## config.mk

```make
export PLATFORM = sky130hd
export DESIGN_NAME = stereo_peak_rms_meter
export DESIGN_NICKNAME = d
export VERILOG_FILES = /design/src/rtl/sprm_pkg.sv /design/src/rtl/stereo_peak_rms_meter.sv /design/src/rtl/sprm_queue.sv /design/src/rtl/sprm_back.sv
export SDC_FILE = /design/constraint.sdc
export NUM_CORES = 2
export LEC_CHECK = 0
export BUFFER_PORTS_ARGS = -buffer_cell sky130_fd_sc_hd__buf_4
export CELL_PAD_IN_SITES_DETAIL_PLACEMENT = 0
export CELL_PAD_IN_SITES_GLOBAL_PLACEMENT = 1
export CORE_UTILIZATION = 25
export DETAILED_ROUTE_END_ITERATION = 6
export GPL_TIMING_DRIVEN = 0
export PLACE_DENSITY = 0.47
export SLEW_MARGIN = 10
export SYNTH_ARGS = -nofsm -noshare
export SYNTH_HDL_FRONTEND = slang
export SYNTH_HIERARCHICAL = 1
export SYNTH_SLANG_ARGS = --single-unit
```

## constraint.sdc

```tcl
create_clock -name clk -period 10.9 [get_ports clk]
set_clock_uncertainty 0.15 [all_clocks]
set_input_delay 1.09 -clock clk [delete_from_list [all_inputs] [get_ports clk]]
set_output_delay 1.09 -clock clk [all_outputs]
set_load 0.01 [all_outputs]
```

## src/rtl/sprm_pkg.sv

```systemverilog
// ----------------------------------------------------------------------------
// sprm_pkg
// shared types, constants and register indexes for the stereo level meter
// ----------------------------------------------------------------------------
package sprm_pkg;

    localparam int SAMPLE_BITS_DEF = 24;
    localparam int WINDOW_BITS_DEF = 16;
    localparam int SAMPLE_W        = 24;
    localparam int SUM_W           = 62;
    localparam int DECAY_W         = 16;
    localparam int CFG_IDX_W       = 2;
    localparam int CFG_DATA_W      = 16;

    localparam logic [DECAY_W-1:0] DECAY_RESET  = 16'd65503;
    localparam logic [15:0]        WINDOW_RESET = 16'd1024;

    typedef enum logic [CFG_IDX_W-1:0] {
        REG_DECAY   = 2'd0,
        REG_WINDOW  = 2'd1,
        REG_CHANNEL = 2'd2,
        REG_BYPASS  = 2'd3
    } cfg_reg_t;

    typedef enum logic [1:0] {
        KIND_AUDIO     = 2'd0,
        KIND_CLR_PEAK  = 2'd1,
        KIND_CLR_ALL   = 2'd2,
        KIND_NONE      = 2'd3
    } kind_t;

    typedef struct packed {
        logic [1:0]                 kind;
        logic signed [SAMPLE_W-1:0] left_sample;
        logic signed [SAMPLE_W-1:0] right_sample;
    } in_item_t;

    typedef struct packed {
        logic signed [SAMPLE_W-1:0] left_out;
        logic signed [SAMPLE_W-1:0] right_out;
        logic [SAMPLE_W-1:0]        peak_left;
        logic [SAMPLE_W-1:0]        peak_right;
        logic [SAMPLE_W-1:0]        rms_left;
        logic [SAMPLE_W-1:0]        rms_right;
        logic                       rms_updated;
    } out_item_t;

    typedef enum logic [2:0] {
        ST_IDLE,
        ST_PEAK,
        ST_DIV,
        ST_SQRT,
        ST_EMIT
    } back_state_t;

endpackage

```

## src/rtl/stereo_peak_rms_meter.sv

```systemverilog
// path: clears, unknown kinds and bypassed frames go from idle to emit; audio
//   frames pass the peak state; a window end adds divide and root per channel
// throughput: one request in flight in the engine, set by the serial divider
//   and square-root unit; the engine waits while its result is not popped,
//   and a two-entry queue takes requests meanwhile
// reset: rst_n clears all meter state and loads register defaults
// ----------------------------------------------------------------------------
// stereo_peak_rms_meter
// stereo peak and rms level meter with pass-through audio
// ----------------------------------------------------------------------------
module stereo_peak_rms_meter
    import sprm_pkg::*;
#(
    parameter int WINDOW_BITS = WINDOW_BITS_DEF
)
(
    input  logic                  clk,
    input  logic                  rst_n,
    // request side
    input  logic                  push,
    input  in_item_t              in_item,
    output logic                  full,
    // result side
    output logic                  empty,
    output out_item_t             out_item,
    input  logic                  pop,
    // configuration writes
    input  logic                  cfg_valid,
    output logic                  cfg_ready,
    input  logic [CFG_IDX_W-1:0]  cfg_index,
    input  logic [CFG_DATA_W-1:0] cfg_data
);
    logic [DECAY_W-1:0]     decay_reg;
    logic [WINDOW_BITS-1:0] window_reg;
    logic [1:0]             chan_reg;
    logic                   bypass_reg;

    logic     q_empty, q_take;
    in_item_t q_data;

    // config port always ready, decoded by register index
    assign cfg_ready = 1'b1;

    always_ff @(posedge clk or negedge rst_n)
    begin
        if (!rst_n)
        begin
            decay_reg  <= DECAY_RESET;
            window_reg <= WINDOW_BITS'(WINDOW_RESET);
            chan_reg   <= 2'd2;
            bypass_reg <= 1'b0;
        end
        else if (cfg_valid)
        begin
            unique case (cfg_reg_t'(cfg_index))
                REG_DECAY:   decay_reg  <= cfg_data;
                REG_WINDOW:  window_reg <= WINDOW_BITS'(cfg_data);
                REG_CHANNEL: chan_reg   <= cfg_data[1:0];
                REG_BYPASS:  bypass_reg <= cfg_data[0];
                default: ;
            endcase
        end
    end

    // front: request queue
    sprm_queue u_queue (
        .clk     (clk),
        .rst_n   (rst_n),
        .wr_en   (push),
        .wr_data (in_item),
        .full    (full),
        .rd_en   (q_take),
        .rd_data (q_data),
        .empty   (q_empty)
    );

    // back: meter engine with its own result register
    logic res_valid;
    sprm_back #(.WINDOW_BITS(WINDOW_BITS)) u_back (
        .clk        (clk),
        .rst_n      (rst_n),
        .req_valid  (!q_empty),
        .req        (q_data),
        .req_take   (q_take),
        .decay      (decay_reg),
        .window_len (window_reg),
        .channels   (chan_reg),
        .bypass     (bypass_reg),
        .res_valid  (res_valid),
        .res        (out_item),
        .res_take   (pop)
    );

    assign empty = !res_valid;
endmodule

```

## src/rtl/sprm_queue.sv

```systemverilog
// ----------------------------------------------------------------------------
// sprm_queue
// two-entry request queue between the front and the back
// ----------------------------------------------------------------------------
module sprm_queue
    import sprm_pkg::*;
(
    input  logic     clk,
    input  logic     rst_n,
    input  logic     wr_en,
    input  in_item_t wr_data,
    output logic     full,
    input  logic     rd_en,
    output in_item_t rd_data,
    output logic     empty
);
    in_item_t   mem_reg [2];
    logic       wp_reg, rp_reg;
    logic [1:0] cnt_reg;

    assign full    = (cnt_reg == 2'd2);
    assign empty   = (cnt_reg == 2'd0);
    assign rd_data = mem_reg[rp_reg];

    always_ff @(posedge clk)
    begin
        if (wr_en && !full)
        begin
            mem_reg[wp_reg] <= wr_data;
        end
    end

    always_ff @(posedge clk or negedge rst_n)
    begin
        if (!rst_n)
        begin
            wp_reg  <= 1'b0;
            rp_reg  <= 1'b0;
            cnt_reg <= 2'd0;
        end
        else
        begin
            if (wr_en && !full)
            begin
                wp_reg <= ~wp_reg;
            end
            if (rd_en && !empty)
            begin
                rp_reg <= ~rp_reg;
            end
            cnt_reg <= cnt_reg + {1'b0, (wr_en && !full)} - {1'b0, (rd_en && !empty)};
        end
    end
endmodule

```

## src/rtl/sprm_back.sv

```systemverilog
// ----------------------------------------------------------------------------
// sprm_back
// meter engine: peak, square sums, serial divide and square root
// ----------------------------------------------------------------------------
module sprm_back
    import sprm_pkg::*;
#(
    parameter int WINDOW_BITS = WINDOW_BITS_DEF
)
(
    input  logic                   clk,
    input  logic                   rst_n,
    input  logic                   req_valid,
    input  in_item_t               req,
    output logic                   req_take,
    input  logic [DECAY_W-1:0]     decay,
    input  logic [WINDOW_BITS-1:0] window_len,
    input  logic [1:0]             channels,
    input  logic                   bypass,
    output logic                   res_valid,
    output out_item_t              res,
    input  logic                   res_take
);
    localparam int DCNT_W = $clog2(SUM_W + 1);

    back_state_t state_reg, state_next;
    in_item_t    item_reg;
    out_item_t   res_reg;
    logic        res_valid_reg;

    logic [SAMPLE_W-1:0]    peak_reg [2];
    logic [SUM_W-1:0]       sum_reg  [2];
    logic [SAMPLE_W-1:0]    rms_reg  [2];
    logic [WINDOW_BITS-1:0] wcnt_reg;
    logic                   upd_reg;
    logic                   ch_reg;

    // divider / root work registers
    logic [SUM_W-1:0]       quo_reg;
    logic [WINDOW_BITS:0]   rem_reg;
    logic [DCNT_W-1:0]      step_reg;
    logic [SUM_W-1:0]       rad_reg;
    logic [SUM_W-1:0]       root_reg;
    logic [SUM_W-1:0]       bit_reg;

    logic [SAMPLE_W-1:0]          mag;
    logic [2*SAMPLE_W-1:0]        sq;
    logic [SAMPLE_W+DECAY_W-1:0]  dprod;
    logic [SUM_W:0]               sum_add;
    logic                         ch_on;
    logic [WINDOW_BITS-1:0]       win_eff, wcnt_inc;
    logic [WINDOW_BITS:0]         rem_sh;
    logic [SUM_W-1:0]             rtrial;

    assign win_eff  = (window_len == '0) ? WINDOW_BITS'(1) : window_len;
    assign wcnt_inc = wcnt_reg + WINDOW_BITS'(1);

    always_comb
    begin
        logic [SAMPLE_W-1:0] raw;
        raw     = ch_reg ? item_reg.right_sample : item_reg.left_sample;
        mag     = raw[SAMPLE_W-1] ? (~raw + SAMPLE_W'(1)) : raw;
        sq      = mag * mag;
        dprod   = peak_reg[ch_reg] * decay;
        sum_add = {1'b0, sum_reg[ch_reg]} + {(SUM_W+1-2*SAMPLE_W)'(0), sq};
        ch_on   = ch_reg ? (channels[1]) : (channels != 2'd0);
        rem_sh  = {rem_reg[WINDOW_BITS-1:0], sum_reg[ch_reg][SUM_W-1 - step_reg]};
        rtrial  = root_reg + bit_reg;
    end

    assign req_take  = (state_reg == ST_IDLE) && req_valid && !res_valid_reg;
    assign res_valid = res_valid_reg;
    assign res       = res_reg;

    always_comb
    begin
        state_next = state_reg;
        unique case (state_reg)
            ST_IDLE: if (req_take)
                     begin
                         state_next = (req.kind == KIND_AUDIO && !bypass) ? ST_PEAK : ST_EMIT;
                     end
            ST_PEAK: if (ch_reg)
                     begin
                         state_next = (wcnt_inc >= win_eff) ? ST_DIV : ST_EMIT;
                     end
            ST_DIV:  if (step_reg == DCNT_W'(SUM_W-1)) state_next = ST_SQRT;
            // left root done goes back for the right channel
            ST_SQRT: if (bit_reg == '0)
                     begin
                         state_next = ch_reg ? ST_EMIT : ST_DIV;
                     end
            ST_EMIT: state_next = ST_IDLE;
            default: state_next = ST_IDLE;
        endcase
    end

    always_ff @(posedge clk)
    begin
        if (req_take) item_reg <= req;
    end

    always_ff @(posedge clk or negedge rst_n)
    begin
        if (!rst_n)
        begin
            state_reg     <= ST_IDLE;
            res_valid_reg <= 1'b0;
            peak_reg[0] <= '0; peak_reg[1] <= '0;
            sum_reg[0]  <= '0; sum_reg[1]  <= '0;
            rms_reg[0]  <= '0; rms_reg[1]  <= '0;
            wcnt_reg    <= '0;
            upd_reg     <= 1'b0;
            ch_reg      <= 1'b0;
            step_reg    <= '0;
            quo_reg <= '0; rem_reg <= '0; rad_reg <= '0; root_reg <= '0; bit_reg <= '0;
            res_reg     <= '0;
        end
        else
        begin
            state_reg <= state_next;
            if (res_take && res_valid_reg) res_valid_reg <= 1'b0;
            unique case (state_reg)
                ST_IDLE:
                begin
                    ch_reg  <= 1'b0;
                    upd_reg <= 1'b0;
                    step_reg <= '0;
                    rem_reg <= '0;
                end
                ST_PEAK:
                begin
                    if (ch_on)
                    begin
                        if (mag > peak_reg[ch_reg]) peak_reg[ch_reg] <= mag;
                        else peak_reg[ch_reg] <= dprod[SAMPLE_W+DECAY_W-1:DECAY_W];
                        sum_reg[ch_reg] <= sum_add[SUM_W] ? {SUM_W{1'b1}}
                                                          : sum_add[SUM_W-1:0];
                    end
                    ch_reg <= ~ch_reg;
                    if (ch_reg)
                    begin
                        wcnt_reg <= (wcnt_inc >= win_eff) ? '0 : wcnt_inc;
                    end
                end
                ST_DIV:
                begin
                    // restoring divide, one quotient bit a cycle
                    if (rem_sh >= {1'b0, win_eff})
                    begin
                        rem_reg <= rem_sh - {1'b0, win_eff};
                        quo_reg <= {quo_reg[SUM_W-2:0], 1'b1};
                    end
                    else
                    begin
                        rem_reg <= rem_sh;
                        quo_reg <= {quo_reg[SUM_W-2:0], 1'b0};
                    end
                    step_reg <= step_reg + DCNT_W'(1);
                    if (step_reg == DCNT_W'(SUM_W-1))
                    begin
                        rad_reg  <= (rem_sh >= {1'b0, win_eff}) ? {quo_reg[SUM_W-2:0], 1'b1}
                                                                : {quo_reg[SUM_W-2:0], 1'b0};
                        root_reg <= '0;
                        bit_reg  <= {2'b01, {(SUM_W-2){1'b0}}};
                    end
                end
                ST_SQRT:
                begin
                    // digit-by-digit root, two radicand bits a cycle
                    if (bit_reg != '0)
                    begin
                        if (rad_reg >= rtrial)
                        begin
                            rad_reg  <= rad_reg - rtrial;
                            root_reg <= (root_reg >> 1) + bit_reg;
                        end
                        else
                        begin
                            root_reg <= root_reg >> 1;
                        end
                        bit_reg <= bit_reg >> 2;
                    end
                    else
                    begin
                        rms_reg[ch_reg] <= root_reg[SAMPLE_W-1:0];
                        sum_reg[ch_reg] <= '0;
                        upd_reg         <= 1'b1;
                        step_reg        <= '0;
                        rem_reg         <= '0;
                        quo_reg         <= '0;
                        ch_reg          <= ~ch_reg;
                    end
                end
                ST_EMIT:
                begin
                    if (item_reg.kind == KIND_CLR_PEAK || item_reg.kind == KIND_CLR_ALL)
                    begin
                        peak_reg[0] <= '0; peak_reg[1] <= '0;
                    end
                    if (item_reg.kind == KIND_CLR_ALL)
                    begin
                        sum_reg[0] <= '0; sum_reg[1] <= '0;
                        rms_reg[0] <= '0; rms_reg[1] <= '0;
                        wcnt_reg   <= '0;
                    end
                    res_valid_reg     <= 1'b1;
                    res_reg.left_out  <= (item_reg.kind == KIND_AUDIO) ? item_reg.left_sample : '0;
                    res_reg.right_out <= (item_reg.kind == KIND_AUDIO) ? item_reg.right_sample : '0;
                    res_reg.peak_left  <= (item_reg.kind == KIND_CLR_PEAK
                                           || item_reg.kind == KIND_CLR_ALL) ? '0 : peak_reg[0];
                    res_reg.peak_right <= (item_reg.kind == KIND_CLR_PEAK
                                           || item_reg.kind == KIND_CLR_ALL) ? '0 : peak_reg[1];
                    res_reg.rms_left   <= (item_reg.kind == KIND_CLR_ALL) ? '0 : rms_reg[0];
                    res_reg.rms_right  <= (item_reg.kind == KIND_CLR_ALL) ? '0 : rms_reg[1];
                    res_reg.rms_updated <= upd_reg;
                end
                default: ;
            endcase
        end
    end
endmodule

```

* Word level (Yosys, flattened, before mapping) *
Memory sizes are Yosys's and may differ from the RTL's.
Cells that the tools add are included.
Widths: inputs -> output; s select.

operators by class
  add/sub/neg operators = 11
  muxes and demuxes = 77
  order comparisons = 7
  multipliers = 2
  bitwise logic cells = 7
  equal/unequal tests = 21
  reductions and logical operators = 44

operator list
  cell                count
  $mux 62             13
  $mux 124            3
  $pmux 124 s3        1
  $pmux 62 s2         3
  $mux 24             12
  $mux 48             5
  $pmux 48 s2         2
  $bwmux 48           3
  $and 124x124->124   1
  $bwmux 124          1
  $not 124->124       1
  $pmux 61 s2         1
  $mux 16             6
  $add 62x48->63      1
  $add 61x62->62      1
  $add 62x62->62      1
  $demux 62 s1        1
  $ge 62x62->1        1
  $logic_not 62->1    1
  $reduce_bool 62->1  1
  $sub 62x62->62      1
  $mux 61             1
  $mul 24x24->48      1
  $pmux 16 s3         1
  46 further kinds    106

storage, ports and cells
  output and inout bits = 148
  memory bits (writable) = 100
  word-level logic and storage cells = 204
  input bits = 73
  memories kept = 1
  register bits after elaboration = 745

memory list
  name             depth  width  rd ports  clocked after memory_dff  write ports  RTL line          RTL
  u_queue.mem_reg  2      50     1         0                         1            sprm_queue.sv:17  in_item_t mem_reg [2];

* Logic depth before layout (Yosys ltp) *
  depth in word-level cells = 10
  mapped depth = 48

* Hierarchy *
The synthesis kept the hierarchy.

modules (own cells, without submodules)
  module                 seq. area each (um2)  cells each  area each (um2)  times used
  sprm_back              17141.4               7768        68304.3          1
  sprm_queue             3103.0                174         4061.4           1
  stereo_peak_rms_meter  897.1                 80          1377.6           1

* Worst setup path before layout *
OpenSTA, ideal clock, no wires.

  kind = register -> register
  from = register u_back.ch_reg
  to = register u_back/sum_reg[57] (netlist bit)
  setup time = 0.099 ns
  cell stages (with the launch flop) = 47
  clock period less this slack = 10.542 ns
  arrival time = 10.292 ns
  data required time = 10.651 ns
  buffers on the path = 10
  setup slack = 0.358 ns
  cells stage by stage = dfrtp_1 buf_4 buf_2 buf_2 buf_4 buf_2 buf_2 mux2i_1 clkbuf_1 ha_1 o211ai_1 inv_1 nand2_1 nor3_1 nand2_1 nor2_1 nor2_1 xor2_1 [... 11 more ...] inv_1 fa_1 inv_1 fa_1 ha_1 clkbuf_1 a21o_1 a21o_1 a2111oi_0 o21bai_1 nand2_1 o21a_1 nor4_1 o211ai_1 and2_1 clkbuf_1 nor4b_1 a311oi_1

on the way
  cells in the longest elaborated chain, start to end = 10
  elaborated cells between the ends (all ways) = 25
  classes of those cells = add/sub (2); mul (1); order compare (2); eq/ne (1); mux (13); bitwise (4); reduce/logical (2)

RTL lines
  element                        RTL line          RTL
  start, declared                sprm_back.sv:36   logic ch_reg;
  start signal, assigned         sprm_back.sv:140  ch_reg <= ~ch_reg;
  start signal, assigned         sprm_back.sv:192  ch_reg <= ~ch_reg;
  $mux 24                        sprm_back.sv:61   raw = ch_reg ? item_reg.right_sample : item_reg.left_sample;
  $not 24->24                    sprm_back.sv:62   mag = raw[SAMPLE_W-1] ? (~raw + SAMPLE_W'(1)) : raw;
  $add 24x1->24                  sprm_back.sv:62
  $mux 24                        sprm_back.sv:62
  $mul 24x24->48                 sprm_back.sv:63   sq = mag * mag;
  $add 62x48->63                 sprm_back.sv:65   sum_add = {1'b0, sum_reg[ch_reg]} + {(SUM_W+1-2*SAMPLE_W)'(0), sq};
  $mux 62                        sprm_back.sv:137  sum_reg[ch_reg] <= sum_add[SUM_W] ? {SUM_W{1'b1}}
  $bwmux 124                     sprm_back.sv:137
  $mux 124                       sprm_back.sv:133  if (ch_on)
  $pmux 124 s3                   sprm_back.sv:123  unique case (state_reg)
  end signal, assigned by index  sprm_back.sv:137
  end, declared                  sprm_back.sv:32   logic [SUM_W-1:0] sum_reg [2];

Several ways; a longest one is shown, not always the timed one. The select of a mux whose other input is x is not followed.
A chain may end at the register's enable or synchronous reset.

* Worst setup path after layout *
  from = register u_back.ch_reg
  to = register u_back/sum_reg[48] (netlist bit)

The elaborated chain is that of the path after synthesis.

==> impl_metrics.env <==
export IMPL_most_frequent_standard_cell_in_the_layout_excluding_fill_and_tap_cells="sky130_fd_sc_hd__nand2_1"
export IMPL_r2r_worst_path_cells=32
export IMPL_timing_final_crit_period_ps=10550
export IMPL_port_buffers=219
export IMPL_worst_hold_path_type="in2async"
export IMPL_clk_root_buffer_cell="sky130_fd_sc_hd__clkbuf_16"
export IMPL_timing_critical_path_mode_cell="sky130_fd_sc_hd__fa_1"
export IMPL_most_common_layout_cells="sky130_fd_sc_hd__nand2_1, sky130_fd_sc_hd__inv_1, sky130_fd_sc_hd__fa_1, sky130_fd_sc_hd__dfrtp_1, sky130_fd_sc_hd__o21ai_0"
export IMPL_post_synth_xor_area_fraction_pct=3.480
export IMPL_maximum_number_of_pins_on_one_net_before_global_route_repair=99
export IMPL_final_design_area_no_fill_mm2=0.08537
export IMPL_part_of_the_yosys_area_used_for_sequential_elements_pct=28.67
export IMPL_dr_first_iter_drc_count=3767
export IMPL_detail_route_wl_per_cell_um=23.16
export IMPL_rr_endpoint="u_back/sum_reg[48]"
export IMPL_compound_gate_portion_of_the_synthesized_area_pct=12.02
export IMPL_crit_family="adder cells"
export IMPL_synthArstFlopShare_pct=81.57
export IMPL_pre_cts_slack_ps=-5190
export IMPL_slew_viol_final=0
export IMPL_synth_simple_gate_area_share_pct=14.51
export IMPL_placementRows=199
export IMPL_h_tree_depth=3
export IMPL_die_width_um=545.1
export IMPL_syn_area_mm2=0.07374
export IMPL_drtPass1Iterations=5
export IMPL_vias_per_cell=4.680
export IMPL_clock_pin_slew_on_the_worst_setup_and_hold_paths_ps=60
export IMPL_timing_max_cap_violations=0
export IMPL_number_of_antenna_violations_at_the_first_check_in_global_routing=10
export IMPL_worstPathArrival_ps=10970
export IMPL_fmaxAchievable_mhz=94.76
export IMPL_cts_tree="yes"
export IMPL_critPathLaunchType="flop"
export IMPL_worst_setup_end_kind="flop"
export IMPL_cp_slowest_cell="sky130_fd_sc_hd__clkdlybuf4s15_1"
export IMPL_synth_avg_cell_area_um2=9.193
export IMPL_worst_slew_margin_rel_pct=11.96
export IMPL_final_setup_worst_slack_ps=347.0
export IMPL_synth_adder_area_share_pct=29.13
export IMPL_post_synth_inst_count=8022
export IMPL_crit_reg2reg_launch="u_back/ch_reg"
export IMPL_timing_final_crit_share_pct=96.82
export IMPL_clock_sinks=814
export IMPL_postSynth_topFlopCell="sky130_fd_sc_hd__dfrtp_1"
export IMPL_r2r_setup_slack_ps=350
export IMPL_cp_required_ps=11320
export IMPL_cts_buffers=96
export IMPL_clkLatencyLatePin_ps=740
export IMPL_num_io_pins=221
export IMPL_design_die_area_mm2=0.2972
export IMPL_filler_cell_count=31200
export IMPL_setup_viol_count_final=0
export IMPL_globalplace_congestion=0.8592
export IMPL_cts_root_to_sink_buffers=3
export IMPL_setup_tns_ps=0
export IMPL_crit_fanout=19
export IMPL_synth_seq_cells=814
export IMPL_residual_drc_count=0
export IMPL_transition_time_at_the_pin_with_the_least_slew_margin_ps=1311
export IMPL_holdBufCountCts=0
export IMPL_yosys_cell_types_count=99
export IMPL_globalRoute_totalOverflow=0
export IMPL_grt_pass1_wl_um=425800
export IMPL_grtUsageTotal_pct=19.29
export IMPL_detailedPlacementHpwl_um=233000
export IMPL_design_final_nets=9734
export IMPL_run_status="finished clean"
export IMPL_final_layout_size_suffix_gt1_share_pct=10.25
export IMPL_synth_top_family_by_area="adder cells"
export IMPL_crit_buf_inv=11
export IMPL_num_vias=58100
export IMPL_detail_route_antenna_nets=0
export IMPL_number_of_global_route_vias_before_repair=60910
export IMPL_synth_yosys_warnings=6
export IMPL_die_height_um=545.1
export IMPL_initial_utilization_pct=25.12
export IMPL_core_area_mm2=0.2936
export IMPL_placedInstanceArea_mm2=0.08111
export IMPL_hold_violations=0
export IMPL_drt_total_wl_um=287500
export IMPL_number_of_enable_flip_flop_cells_after_synthesis=150
export IMPL_worst_setup_path_type="reg2reg"
export IMPL_max_reg_flops=145
export IMPL_multiplexer_area_fraction_after_synthesis_pct=4.306
export IMPL_layout_area_overhead_vs_synth_pct=15.77
export IMPL_critical_path_max_stage_delay_ps=860
[repair_timing]
item | CTS | global route
endpoints found under the setup margin | 168 | 127
cloned | 1 | 0
resized for setup | 121 | 60
pin swaps | 10 | 16
buffers inserted | 21 | 15
[per-stage QoR]
| step | utilization [%] | cells | hold WS, ps |
|---|---|---|---|
| 5_1_grt | 29.08 | 12410 | 109.6 |
| 4_1_cts | 28.99 | 12400 | 94.97 |
| 2_1_floorplan | - | 8038 | 292.2 |
| 3_3_place_gp | 27.37 | 12180 | 306.7 |
| 3_5_place_dp | 27.63 | 12210 | 315.8 |
| 6_report | 29.08 | 12420 | 135.3 |
[cell families (layout without fill, tap and decap cells)]
group / Yosys count / after routing
AO/OA/AOI/OAI: 1464 / 1464
XOR/XNOR: 293 / 293
adder cells (fa/ha/maj): 1252 / 1252
buffers and inverters: 1481 / 1932
flip-flops: 814 / 814
multiplexers: 266 / 266
other: 3 / 25
AND/OR/NAND/NOR: 2449 / 2450
[worst max path at each step]
| stage | startpoint | to | slack [ps] | depth (start not counted) |
|---|---|---|---|---|
| CTS | u_back/ch_reg | u_back/sum_reg[107] | 3 | 45 |
| global placement | u_back/ch_reg | u_back/sum_reg[41] | -7030 | 44 |
| global route | u_back/ch_reg | u_back/sum_reg[110] | -20 | 40 |
| finish | u_back/ch_reg | u_back/sum_reg[48] | 350 | 32 |
| detailed placement | u_back/ch_reg | u_back/sum_reg[105] | -5190 | 45 |
| floorplan | u_back/ch_reg | u_back/sum_reg[57] | 360 | 46 |
[worst reg2reg max path: cells and delay by family (launching register included)]
kind / cells / cell delay, ps
adders and majority gates: 8 / 3650
buffers and inverters: 11 / 2650
and+or+nand+nor: 7 / 1940
AOI/OAI and AO/OA: 5 / 1150
muxes: 1 / 470
DFF: 1 / 370
[routing by layer]
metal,routed length (um),share of wire (%),GRT usage [%],up-vias
met3,11130,3.9,2.142,226
met5,28,0.0097,0,-
met1,139000,48,27.71,29690
li1,-,-,-,27000
met4,4697,1.6,3.052,4
met2,132600,46,31.47,1178
[final cells by class]
| cell class | instances | area, um2 | area share [%] |
|---|---|---|---|
| antenna | 6 | 15.01 | 0.01759 |
| sequential | 814 | 21140 | 24.76 |
| multi-input combinational | 5744 | 47350 | 55.47 |
| inverter | 1077 | 4079 | 4.778 |
| buffer | 389 | 1981 | 2.320 |
| clock inverter | 45 | 661.9 | 0.7753 |
| timing repair buffer | 287 | 2512 | 2.943 |
| tap | 3919 | 4903 | 5.744 |
| clock buffer | 134 | 2725 | 3.192 |
[Yosys cell counts (25+ instances only)]
| library cell | count | area (um2) |
|---|---|---|
| sky130_fd_sc_hd__and3_1 | 31 | 193.9 |
| sky130_fd_sc_hd__xnor2_1 | 147 | 1287 |
| sky130_fd_sc_hd__nor4_1 | 25 | 156.4 |
| sky130_fd_sc_hd__a22o_1 | 74 | 648.1 |
| sky130_fd_sc_hd__edfxtp_1 | 150 | 4504 |
| sky130_fd_sc_hd__clkbuf_1 | 334 | 1254 |
| sky130_fd_sc_hd__buf_2 | 30 | 150.1 |
| sky130_fd_sc_hd__mux2_4 | 49 | 735.7 |
| sky130_fd_sc_hd__a21o_1 | 102 | 765.7 |
| sky130_fd_sc_hd__mux2_2 | 122 | 1374 |
| sky130_fd_sc_hd__nand2b_1 | 79 | 494.2 |
| sky130_fd_sc_hd__a31oi_1 | 110 | 688.2 |
| sky130_fd_sc_hd__fa_1 | 775 | 15510 |
| sky130_fd_sc_hd__o21bai_1 | 44 | 330.3 |
| sky130_fd_sc_hd__dfrtp_1 | 647 | 16190 |
| sky130_fd_sc_hd__o21ai_0 | 616 | 3083 |
| sky130_fd_sc_hd__nand2_1 | 1420 | 5330 |
| sky130_fd_sc_hd__mux2i_1 | 84 | 840.8 |
| sky130_fd_sc_hd__nor2_1 | 391 | 1468 |
| sky130_fd_sc_hd__nor2b_1 | 30 | 187.7 |
| sky130_fd_sc_hd__inv_1 | 1066 | 4001 |
| sky130_fd_sc_hd__a21oi_1 | 278 | 1391 |
| sky130_fd_sc_hd__ha_1 | 477 | 5968 |
| sky130_fd_sc_hd__xor2_1 | 146 | 1279 |
| sky130_fd_sc_hd__nand4_1 | 74 | 462.9 |
| sky130_fd_sc_hd__nand3_1 | 120 | 600.6 |
| sky130_fd_sc_hd__and2_1 | 138 | 863.3 |
| sky130_fd_sc_hd__nor3_1 | 51 | 255.2 |
Power is left out: the tool's default activity adds up to more than one toggle a clock period on the data nets, which glitch-free logic cannot reach.
